==> config.mk <==
export PLATFORM = sky130hd
export DESIGN_NAME = serial_command_frame_parser_unit
export DESIGN_NICKNAME = d
export VERILOG_FILES = /design/src/rtl/scfp_pkg.sv /design/src/rtl/scfp_ram.sv /design/src/rtl/serial_command_frame_parser_unit.sv
export VERILOG_INCLUDE_DIRS = /design/src /design/src/rtl
export SDC_FILE = /design/constraint.sdc
export NUM_CORES = 2
export LEC_CHECK = 0
export BUFFER_PORTS_ARGS = -buffer_cell sky130_fd_sc_hd__buf_2
export CORE_MARGIN = 2
export CORE_UTILIZATION = 40
export CTS_CLUSTER_SIZE = 25
export DETAILED_ROUTE_END_ITERATION = 16
export GPL_ROUTABILITY_DRIVEN = 0
export PLACE_DENSITY = 0.62
export RECOVER_POWER = 25
export SYNTH_ARGS = -nofsm -noshare
export SYNTH_HDL_FRONTEND = slang
export SYNTH_SLANG_ARGS = --single-unit
==> constraint.sdc <==
create_clock -name clock -period 13.47 [get_ports clock]
set_clock_uncertainty 0.15 [all_clocks]
set_input_delay 1.347 -clock clock [delete_from_list [all_inputs] [get_ports clock]]
set_output_delay 1.347 -clock clock [all_outputs]
set_load 0.02 [all_outputs]
==> src/rtl/serial_command_frame_parser_unit_macros.svh <==
// Assertion macros for the serial command frame parser.
// Used by the top level; no other dependencies.
`ifndef SERIAL_COMMAND_FRAME_PARSER_UNIT_MACROS_SVH
`define SERIAL_COMMAND_FRAME_PARSER_UNIT_MACROS_SVH
`ifndef SYNTH
`define SCFP_ASSERT_IMPL(label, clk, rst, ante, cons) \
   label: assert property (@(posedge clk) disable iff (rst) (ante) |-> (cons)) \
      else $error("scfp: implication check failed");
`define SCFP_ASSERT_NEXT(label, clk, rst, ante, cons) \
   label: assert property (@(posedge clk) disable iff (rst) (ante) |=> (cons)) \
      else $error("scfp: next-cycle check failed");
`else
`define SCFP_ASSERT_IMPL(label, clk, rst, ante, cons)
`define SCFP_ASSERT_NEXT(label, clk, rst, ante, cons)
`endif
`endif

==> src/rtl/scfp_pkg.sv <==
// Package for the serial command frame parser: codes, constants, state type.
// No dependencies.
`default_nettype none
package scfp_pkg;
   localparam int SCFP_FRAME_DEPTH = 64;
   localparam int SCFP_IDX_W       = 9;

   localparam logic [7:0] BYTE_HS_START = 8'hFE;
   localparam logic [7:0] BYTE_HS_FF    = 8'hFF;
   localparam logic [7:0] BYTE_SOF      = 8'hFC;
   localparam logic [7:0] BYTE_EOF      = 8'hFD;
   localparam logic [7:0] CHAR_DOT      = 8'h2E;
   localparam logic [7:0] CHAR_ZERO     = 8'h30;
   localparam logic [7:0] CHAR_MEGA     = 8'h4D;
   localparam logic [7:0] CHAR_KILO     = 8'h4B;

   localparam logic [7:0] CMD_PASS_ON  = 8'h00;
   localparam logic [7:0] CMD_PSW_ON   = 8'h01;
   localparam logic [7:0] CMD_PSW_OFF  = 8'h02;
   localparam logic [7:0] CMD_PASS_OFF = 8'h03;
   localparam logic [7:0] CMD_DSW_ON   = 8'h04;
   localparam logic [7:0] CMD_DSW_OFF  = 8'h05;
   localparam logic [7:0] CMD_DAC      = 8'h0A;
   localparam logic [7:0] CMD_DDS_AMP  = 8'h0B;
   localparam logic [7:0] CMD_DDS_FREQ = 8'h0D;
   localparam logic [7:0] CMD_ATTEN    = 8'h0E;
   localparam logic [7:0] CMD_PLL_FREQ = 8'h0F;

   localparam logic [2:0] KIND_READY = 3'd0;
   localparam logic [2:0] KIND_PLL   = 3'd1;
   localparam logic [2:0] KIND_DAC   = 3'd2;
   localparam logic [2:0] KIND_DDS   = 3'd3;
   localparam logic [2:0] KIND_AMP   = 3'd4;
   localparam logic [2:0] KIND_ATTEN = 3'd5;
   localparam logic [2:0] KIND_FLAG  = 3'd6;

   localparam logic [19:0] SCALE_MEGA_INT  = 20'd1000000;
   localparam logic [19:0] SCALE_MEGA_FRAC = 20'd100000;
   localparam logic [19:0] SCALE_KILO_INT  = 20'd1000;
   localparam logic [19:0] SCALE_KILO_FRAC = 20'd100;

   typedef enum logic [4:0] {
      S_IDLE, S_CMD_RD, S_CMD_USE, S_SWP_RD, S_SWP_USE, S_SCAN_RD, S_SCAN_USE,
      S_SUM_INIT, S_SUM_CHK, S_SUM_RD, S_SUM_USE, S_POST, S_TEN_RD, S_TEN_USE,
      S_UNIT_SET, S_UNIT_RD, S_UNIT_USE, S_MUL_IP, S_MUL_TEN, S_ADD, S_OUT
   } state_type;
endpackage
`default_nettype wire

==> src/rtl/scfp_ram.sv <==
// Generic single-write, single-read RAM with registered read data.
// No dependencies.
`default_nettype none
module scfp_ram #(
   parameter int WIDTH = 8,
   parameter int DEPTH = 64
) (
   input  wire logic                     clock,
   input  wire logic                     wr_en,
   input  wire logic [$clog2(DEPTH)-1:0] wr_addr,
   input  wire logic [WIDTH-1:0]         wr_data,
   input  wire logic [$clog2(DEPTH)-1:0] rd_addr,
   output logic      [WIDTH-1:0]         rd_data
);
   logic [WIDTH-1:0] mem_ff [DEPTH];

   always_ff @(posedge clock) begin
      if (wr_en) begin
         mem_ff[wr_addr] <= wr_data;
      end
      rd_data <= mem_ff[rd_addr];
   end
endmodule
`default_nettype wire

==> src/rtl/serial_command_frame_parser_unit.sv <==
// Serial command frame parser top level: sequencer, frame buffer, shared multiplier.
// Depends on scfp_pkg, scfp_ram and serial_command_frame_parser_unit_macros.svh.
//
// Usage:
//  req_* carries one received byte per word; rsp_* carries at most one result
//  per byte. A word moves when valid is high and stall is low.
//  The handshake FE FF FF FF yields a ready result on its last byte. An FD
//  closing a frame starts a walk of the frame buffer through one registered
//  RAM read port: S_SCAN_RD and S_SCAN_USE per byte in the scan for the dot,
//  S_SUM_CHK, S_SUM_RD and S_SUM_USE per digit in the digit sum, then the
//  multiplier states S_MUL_IP, S_MUL_TEN and S_ADD for a DDS frequency with
//  an M or K unit, and last the result state S_OUT.
//  req_stall is high while a frame is decoded and while a result waits;
//  a stalled result holds its value until taken.
//  Reset (synchronous) clears all flags, counters and the buffer valid bits,
//  so unwritten buffer entries read as zero. No clearing pass is needed.
`default_nettype none
`include "serial_command_frame_parser_unit_macros.svh"
module serial_command_frame_parser_unit
   import scfp_pkg::*;
#(
   parameter int FRAME_DEPTH = SCFP_FRAME_DEPTH
) (
   input  wire logic        clock,
   input  wire logic        reset,
   input  wire logic        req_valid,
   output logic             req_stall,
   input  wire logic [7:0]  req_rx_byte,
   output logic             rsp_valid,
   input  wire logic        rsp_stall,
   output logic [2:0]       rsp_result_kind,
   output logic [7:0]       rsp_command_code,
   output logic [31:0]      rsp_value,
   output logic [7:0]       rsp_tenths_digit,
   output logic             rsp_passthrough_on,
   output logic             rsp_pll_sweep_on,
   output logic [7:0]       rsp_pll_sweep_time,
   output logic             rsp_dds_sweep_on,
   output logic [7:0]       rsp_dds_sweep_time,
   output logic             rsp_link_ready
);
   localparam int AW = $clog2(FRAME_DEPTH);
   localparam int IW = SCFP_IDX_W;

   state_type state_ff, state_in;

   logic                   armed_ff, armed_in;
   logic [1:0]             ffc_ff, ffc_in;
   logic                   inf_ff, inf_in;
   logic [7:0]             count_ff, count_in;
   logic [FRAME_DEPTH-1:0] valid_ff, valid_in;
   logic                   link_ff, link_in;
   logic                   pass_ff, pass_in;
   logic                   psw_ff, psw_in;
   logic                   dsw_ff, dsw_in;
   logic [7:0]             sweep_ff, sweep_in;

   logic [7:0]    n_ff, n_in;
   logic [7:0]    cmd_ff, cmd_in;
   logic [2:0]    kind_ff, kind_in;
   logic [IW-1:0] addr_ff, addr_in;
   logic [7:0]    dot_ff, dot_in;
   logic [15:0]   acc_ff, acc_in;
   logic [7:0]    ten_ff, ten_in;
   logic [31:0]   val_ff, val_in;
   logic [31:0]   mul_ff, mul_in;
   logic          mega_ff, mega_in;

   logic          accept;
   logic          wr_en;
   logic [7:0]    rdata;
   logic [7:0]    rd_val;
   logic          hs_done;
   logic          frame_end;
   logic [IW-1:0] n_ext;
   logic [15:0]   mul_a;
   logic [19:0]   mul_b;
   logic [35:0]   prod;

   assign accept = req_valid && !req_stall;
   assign n_ext  = {{(IW-8){1'b0}}, n_ff};

   scfp_ram #(.WIDTH(8), .DEPTH(FRAME_DEPTH)) u_store (
      .clock   (clock),
      .wr_en   (wr_en),
      .wr_addr (count_ff[AW-1:0]),
      .wr_data (req_rx_byte),
      .rd_addr (addr_ff[AW-1:0]),
      .rd_data (rdata)
   );

   always_comb begin
      rd_val = 8'h00;
      if (addr_ff < IW'(FRAME_DEPTH) && valid_ff[addr_ff[AW-1:0]]) begin
         rd_val = rdata;
      end
   end

   always_comb begin
      hs_done = 1'b0;
      if (armed_ff && req_rx_byte == BYTE_HS_FF && ffc_ff == 2'd2) begin
         hs_done = 1'b1;
      end
      frame_end = inf_ff && count_ff < 8'(FRAME_DEPTH) && req_rx_byte == BYTE_EOF;
      wr_en = accept && inf_ff && count_ff < 8'(FRAME_DEPTH) && req_rx_byte != BYTE_EOF;
   end

   assign mul_a = (state_ff == S_MUL_IP) ? acc_ff : {8'h00, ten_ff};
   always_comb begin
      if (state_ff == S_MUL_IP) begin
         mul_b = mega_ff ? SCALE_MEGA_INT : SCALE_KILO_INT;
      end else begin
         mul_b = mega_ff ? SCALE_MEGA_FRAC : SCALE_KILO_FRAC;
      end
   end
   assign prod = {20'h00000, mul_a} * {16'h0000, mul_b};

   // next state
   always_comb begin
      state_in = state_ff;
      unique case (state_ff)
         S_IDLE: begin
            if (accept && frame_end) begin
               state_in = S_CMD_RD;
            end else if (accept && hs_done) begin
               state_in = S_OUT;
            end
         end
         S_CMD_RD:   state_in = S_CMD_USE;
         S_CMD_USE:  state_in = S_SWP_RD;
         S_SWP_RD:   state_in = S_SWP_USE;
         S_SWP_USE: begin
            case (cmd_ff)
               CMD_PLL_FREQ, CMD_DDS_FREQ: begin
                  state_in = (n_ff <= 8'd1) ? S_SUM_INIT : S_SCAN_RD;
               end
               CMD_DAC, CMD_DDS_AMP, CMD_ATTEN: state_in = S_SUM_INIT;
               default: state_in = S_OUT;
            endcase
         end
         S_SCAN_RD: state_in = S_SCAN_USE;
         S_SCAN_USE: begin
            if (rd_val == CHAR_DOT
                  || (cmd_ff == CMD_DDS_FREQ && addr_ff + IW'(2) == n_ext)
                  || addr_ff + IW'(1) >= n_ext) begin
               state_in = S_SUM_INIT;
            end else begin
               state_in = S_SCAN_RD;
            end
         end
         S_SUM_INIT: state_in = S_SUM_CHK;
         S_SUM_CHK: begin
            state_in = (addr_ff < {1'b0, dot_ff}) ? S_SUM_RD : S_POST;
         end
         S_SUM_RD:   state_in = S_SUM_USE;
         S_SUM_USE:  state_in = S_SUM_CHK;
         S_POST: begin
            if (cmd_ff == CMD_PLL_FREQ) begin
               state_in = (dot_ff != n_ff) ? S_TEN_RD : S_OUT;
            end else if (cmd_ff == CMD_DDS_FREQ) begin
               state_in = (n_ff == 8'd0 || dot_ff != n_ff - 8'd1) ? S_TEN_RD : S_UNIT_SET;
            end else begin
               state_in = S_OUT;
            end
         end
         S_TEN_RD:   state_in = S_TEN_USE;
         S_TEN_USE:  state_in = (cmd_ff == CMD_PLL_FREQ) ? S_OUT : S_UNIT_SET;
         S_UNIT_SET: state_in = (n_ff == 8'd0) ? S_OUT : S_UNIT_RD;
         S_UNIT_RD:  state_in = S_UNIT_USE;
         S_UNIT_USE: begin
            state_in = (rd_val == CHAR_MEGA || rd_val == CHAR_KILO) ? S_MUL_IP : S_OUT;
         end
         S_MUL_IP:   state_in = S_MUL_TEN;
         S_MUL_TEN:  state_in = S_ADD;
         S_ADD:      state_in = S_OUT;
         S_OUT:      state_in = rsp_stall ? S_OUT : S_IDLE;
         default:    state_in = S_IDLE;
      endcase
   end

   // datapath
   always_comb begin
      armed_in = armed_ff;
      ffc_in   = ffc_ff;
      inf_in   = inf_ff;
      count_in = count_ff;
      valid_in = valid_ff;
      link_in  = link_ff;
      pass_in  = pass_ff;
      psw_in   = psw_ff;
      dsw_in   = dsw_ff;
      sweep_in = sweep_ff;
      n_in     = n_ff;
      cmd_in   = cmd_ff;
      kind_in  = kind_ff;
      addr_in  = addr_ff;
      dot_in   = dot_ff;
      acc_in   = acc_ff;
      ten_in   = ten_ff;
      val_in   = val_ff;
      mul_in   = mul_ff;
      mega_in  = mega_ff;
      unique case (state_ff)
         S_IDLE: begin
            if (accept) begin
               if (armed_ff) begin
                  if (req_rx_byte == BYTE_HS_FF) begin
                     ffc_in = ffc_ff + 2'd1;
                  end else begin
                     ffc_in   = 2'd0;
                     armed_in = 1'b0;
                  end
                  if (hs_done) begin
                     ffc_in   = 2'd0;
                     armed_in = 1'b0;
                     link_in  = 1'b1;
                     kind_in  = KIND_READY;
                     cmd_in   = 8'h00;
                     val_in   = 32'd0;
                     ten_in   = 8'h00;
                  end
               end
               if (req_rx_byte == BYTE_HS_START) begin
                  armed_in = 1'b1;
               end
               if (inf_ff) begin
                  if (count_ff >= 8'(FRAME_DEPTH)) begin
                     inf_in   = 1'b0;
                     count_in = 8'd0;
                  end else if (frame_end) begin
                     n_in     = count_ff;
                     inf_in   = 1'b0;
                     count_in = 8'd0;
                     addr_in  = '0;
                  end else begin
                     valid_in[count_ff[AW-1:0]] = 1'b1;
                     count_in = count_ff + 8'd1;
                  end
               end
               if (req_rx_byte == BYTE_SOF) begin
                  inf_in = 1'b1;
               end
            end
         end
         S_CMD_USE: begin
            cmd_in  = rd_val;
            addr_in = IW'(1);
         end
         S_SWP_USE: begin
            sweep_in = rd_val - CHAR_ZERO;
            val_in   = 32'd0;
            ten_in   = 8'h00;
            dot_in   = n_ff;
            addr_in  = IW'(1);
            case (cmd_ff)
               CMD_PLL_FREQ: begin
                  kind_in = KIND_PLL;
                  if (n_ff <= 8'd1) begin
                     dot_in = 8'd0;
                  end
               end
               CMD_DDS_FREQ: begin
                  kind_in = KIND_DDS;
                  if (n_ff <= 8'd1) begin
                     dot_in = 8'd0;
                  end
               end
               CMD_DAC:     kind_in = KIND_DAC;
               CMD_DDS_AMP: kind_in = KIND_AMP;
               CMD_ATTEN:   kind_in = KIND_ATTEN;
               default: begin
                  kind_in = KIND_FLAG;
                  case (cmd_ff)
                     CMD_PASS_ON:  pass_in = 1'b1;
                     CMD_PASS_OFF: pass_in = 1'b0;
                     CMD_PSW_ON:   psw_in  = 1'b1;
                     CMD_PSW_OFF:  psw_in  = 1'b0;
                     CMD_DSW_ON:   dsw_in  = 1'b1;
                     CMD_DSW_OFF:  dsw_in  = 1'b0;
                     default:      pass_in = pass_ff;
                  endcase
               end
            endcase
         end
         S_SCAN_USE: begin
            if (rd_val == CHAR_DOT) begin
               dot_in = addr_ff[7:0];
            end else if (cmd_ff == CMD_DDS_FREQ && addr_ff + IW'(2) == n_ext) begin
               dot_in = n_ff - 8'd1;
            end else if (addr_ff + IW'(1) >= n_ext) begin
               dot_in = (cmd_ff == CMD_PLL_FREQ) ? n_ff : 8'd0;
            end else begin
               addr_in = addr_ff + IW'(1);
            end
         end
         S_SUM_INIT: begin
            acc_in  = 16'h0000;
            addr_in = IW'(1);
         end
         S_SUM_USE: begin
            acc_in  = (acc_ff << 3) + (acc_ff << 1) + {8'h00, rd_val} - {8'h00, CHAR_ZERO};
            addr_in = addr_ff + IW'(1);
         end
         S_POST: begin
            addr_in = {1'b0, dot_ff} + IW'(1);
            case (cmd_ff)
               CMD_DDS_AMP: val_in = {16'h0000, acc_ff[14:0], 1'b0};
               CMD_ATTEN:   val_in = {24'h000000, acc_ff[7:0]};
               default:     val_in = {16'h0000, acc_ff};
            endcase
         end
         S_TEN_USE: begin
            ten_in = rd_val - CHAR_ZERO;
         end
         S_UNIT_SET: begin
            addr_in = n_ext - IW'(1);
         end
         S_UNIT_USE: begin
            mega_in = (rd_val == CHAR_MEGA);
         end
         S_MUL_IP: begin
            mul_in = prod[31:0];
         end
         S_MUL_TEN: begin
            val_in = mul_ff;
            mul_in = prod[31:0];
         end
         S_ADD: begin
            val_in = val_ff + mul_ff;
         end
         default: begin
            mul_in = mul_ff;
         end
      endcase
   end

   always_ff @(posedge clock) begin
      if (reset) begin
         state_ff <= S_IDLE;
         armed_ff <= 1'b0;
         ffc_ff   <= 2'd0;
         inf_ff   <= 1'b0;
         count_ff <= 8'd0;
         valid_ff <= '0;
         link_ff  <= 1'b0;
         pass_ff  <= 1'b0;
         psw_ff   <= 1'b0;
         dsw_ff   <= 1'b0;
         sweep_ff <= 8'h00;
      end else begin
         state_ff <= state_in;
         armed_ff <= armed_in;
         ffc_ff   <= ffc_in;
         inf_ff   <= inf_in;
         count_ff <= count_in;
         valid_ff <= valid_in;
         link_ff  <= link_in;
         pass_ff  <= pass_in;
         psw_ff   <= psw_in;
         dsw_ff   <= dsw_in;
         sweep_ff <= sweep_in;
      end
   end

   always_ff @(posedge clock) begin
      n_ff    <= n_in;
      cmd_ff  <= cmd_in;
      kind_ff <= kind_in;
      addr_ff <= addr_in;
      dot_ff  <= dot_in;
      acc_ff  <= acc_in;
      ten_ff  <= ten_in;
      val_ff  <= val_in;
      mul_ff  <= mul_in;
      mega_ff <= mega_in;
   end

   assign req_stall          = (state_ff != S_IDLE);
   assign rsp_valid          = (state_ff == S_OUT);
   assign rsp_result_kind    = kind_ff;
   assign rsp_command_code   = cmd_ff;
   assign rsp_value          = val_ff;
   assign rsp_tenths_digit   = ten_ff;
   assign rsp_passthrough_on = pass_ff;
   assign rsp_pll_sweep_on   = psw_ff;
   assign rsp_pll_sweep_time = sweep_ff;
   assign rsp_dds_sweep_on   = dsw_ff;
   assign rsp_dds_sweep_time = sweep_ff;
   assign rsp_link_ready     = link_ff;

   `SCFP_ASSERT_IMPL(a_rsp_blocks_req, clock, reset, rsp_valid, req_stall)
   `SCFP_ASSERT_IMPL(a_count_bound, clock, reset, 1'b1, count_ff <= 8'(FRAME_DEPTH))
   `SCFP_ASSERT_NEXT(a_eof_starts_walk, clock, reset, accept && frame_end, state_ff == S_CMD_RD)
   `SCFP_ASSERT_NEXT(a_ready_sets_link, clock, reset, accept && hs_done, rsp_valid && link_ff)
endmodule
`default_nettype wire
==> impl_metrics.tcl <==
set metrics [dict create \
    outcome "finished, violations left" \
    violations "capacitance limit, slew limit" \
    nets 3606 \
    setup_viol 0 \
    io_pins 85 \
    slew_violations 394 \
    seqPwrFrac 0.527 \
    area_growth_pct 10.5 \
    dp_cells 4432 \
    synthSimpleGateAreaFrac 0.0848 \
    power_leakage_nw 17.4 \
    crit_required_ns 13.69 \
    ys_ff_latch 736 \
    cts.sinks 736 \
    grt_pass1_wl_mm 153 \
    cts_setup_buffers 0 \
    total_power_mw 4.69 \
    core_area_um2 100000 \
    finalSetupTns_ns 0 \
    numCtsBuffers 77 \
    start_kind "flop" \
    fp.dieW_um 321 \
    clockBufferDepth 3 \
    path_class "reg -> reg" \
    num_antenna_cells 0 \
    start_util 0.403 \
    drt_wl_total_mm 99.8 \
    hpwl_mm 68.9 \
    htree_levels 3 \
    combPwrFrac 0.008 \
    ys_seq_area_frac 0.524 \
    rrSetupSlack_ns 5.01 \
    hold_buffers 0 \
    wire_per_inst_um 21.8 \
    ys.flop_type "edfxtp_1" \
    rows 116 \
    r2r-end "mul_ff[31]" \
    hp-class "reg -> reg" \
    ys_warn_count 0 \
    antenna_found_initial 1 \
    syn_avg_cell_area_um2 12.7 \
    relSlewSlack -1.17 \
    yosysUniqueCellTypes 70 \
    ys_async_sr_fraction 0 \
    synthXorXnorAreaFrac 0.0261 \
    clock.fmax_ghz 0.118 \
    maxCapViolations 6 \
    grt_setup_unrepaired "false" \
    final_cells 4575 \
    grtUsageTotal 0.194 \
    min_path_cells 2 \
    fin_hold_ws_ns 0.310 \
    powerDensity_nw_per_um2 105 \
    ir_drop_uv 83.1 \
    min_from "valid_ff[50]" \
    port_buffers 84 \
    synth_compound_area_frac 0.0721 \
    syn_inst 3164 \
    worstSkewPairLatency_ns 0.65 \
    switchingPower_uw 946 \
    vias_per_cell 5.43 \
    synth_area_um2 40300 \
    drtIter0Drc 2519 \
    grt_overflow 0 \
    synth_top_family_by_area "adder cells" \
    placed_area_um2 41900 \
    timing.rr.start "state_ff[4]" \
    layout_commonest_cell "edfxtp_1" \
    worstSetupEndpointType "flop" \
    hold_viol_final 0 \
    clockPowerShare 0.465 \
    synth_nets 3557 \
    fin_crit_ns 8.46 \
    muxShareOfSynthArea 0.0957 \
    synth_edf_count 635 \
    postRouteAntennaNets 0 \
    worstPathArrival_ns 8.68 \
    first_pass_iters 8 \
    clock-root-buffer "clkbuf_16" \
    finalInstanceArea_um2 44500 \
    worstHoldEndpoint "valid_ff[50]" \
    sw_frac_of_total 0.202 \
    final_cell_mix "edfxtp_1, inv_1, nor2_1" \
    p_int_mw 3.74 \
    cts_resized 0 \
    drive_above_1_share 0.118 \
    cp_max_fo 47 \
    cts.reportedPaths.clkPinSlew_ns 0.06 \
    num_vias 24900 \
    chipHeight_um 321 \
    die-area_um2 103000 \
    r2r_cells 24 \
    grt_pass1_vias 24500 \
    cts_tree "done" \
    drc 0 \
    fin_crit_sh 0.628 \
    grt_max_degree 80 \
    synth_fa_ha_area_frac 0.148 \
    tightest_slew_ns 3.25 \
]
area by class of cell:
class | instances | area, µm²
fill | 9027 | 55500
timing repair buffer | 114 | 646
clock buffer | 110 | 2160
tap | 1298 | 1620
inverter | 358 | 1340
multi-input combinational | 1926 | 17200
clock inverter | 33 | 452
sequential | 736 | 21100
synth_stat cells (all sizes together), types with 101 or more instances:
master / instances / area, µm²
dfxtp: 101 / 2020
ha: 221 / 2770
nor2: 313 / 1170
inv: 357 / 1340
mux4: 120 / 2700
nand2: 151 / 567
o21ai: 104 / 521
mux2i: 105 / 1050
clkbuf: 102 / 383
edfxtp: 635 / 19100
fa: 160 / 3200
a21oi: 128 / 641
metrics by stage:
step                worst slack (ns)  utilization
CTS                             5.11        0.446
floorplan                       5.68            -
finish                          5.01        0.445
detailed placement              5.17        0.419
global route                    4.49        0.445
global placement                5.31        0.419
cell families after synthesis:
group	count (synthesis)
mux	234
simple gates	739
compound gates	452
flops	736
xor+xnor	120
buf+inv	502
fa+ha+maj	381
sequential cells by signal, summed over array words and instances, names as in the netlist, 2 cells and up:
signal,cells
state_ff,5
count_ff,8
addr_ff,9
ffc_ff,2
mul_ff,30
u_store.rd_data,8
u_store.mem_ff,512
rsp_dds_sweep_time,8
rsp_command_code,8
rsp_tenths_digit,8
n_ff,8
dot_ff,8
acc_ff,16
rsp_result_kind,3
valid_ff,64
rsp_value,32
worst max path at each step:
stage,startpoint,end,depth (start not counted)
final,state_ff[4],mul_ff[31],24
after detailed placement,state_ff[2],mul_ff[31],25
after global placement,state_ff[2],mul_ff[31],25
after global routing,state_ff[2],mul_ff[31],27
after CTS,state_ff[2],mul_ff[31],25
after floorplan,state_ff[2],mul_ff[31],28
critical path: stages, from the launching register on:
cell       delay [ns]
dfxtp_1          0.73
and3_1           0.27
buf_4            0.41
inv_1            0.20
ha_1             0.51
or2_2            0.43
fa_1             0.46
fa_1             0.55
inv_1            0.05
fa_1             0.48
fa_1             0.46
fa_1             0.52
inv_1            0.05
fa_1             0.47
inv_1            0.04
ha_1             0.38
nand4_1          0.13
a2111oi_0        0.34
a21oi_1          0.20
a311oi_1         0.44
o31ai_1          0.15
a21oi_1          0.34
a211o_1          0.18
a21oi_1          0.07
xor2_1           0.14
power groups by stage:
stage / Clock (mW) / Combinational [mW] / Sequential (mW)
finish: 2.18 / 0.0382 / 2.47
global route: 2.31 / 0.0416 / 2.47
CTS: 2.22 / 0.0396 / 2.47
detailed placement: 0 / 0.0395 / 2.51
global placement: 0 / 0.0387 / 2.51
floorplan: 0 / 0.00497 / 2.51
routing by layer:
metal | global-route usage | wire length, µm
met5 | 0 | 0
met4 | 0.0532 | 2240
met3 | 0.0309 | 7070
met2 | 0.303 | 45700
met1 | 0.281 | 44700
No activity file was read; power rests on OpenSTA's default activity.
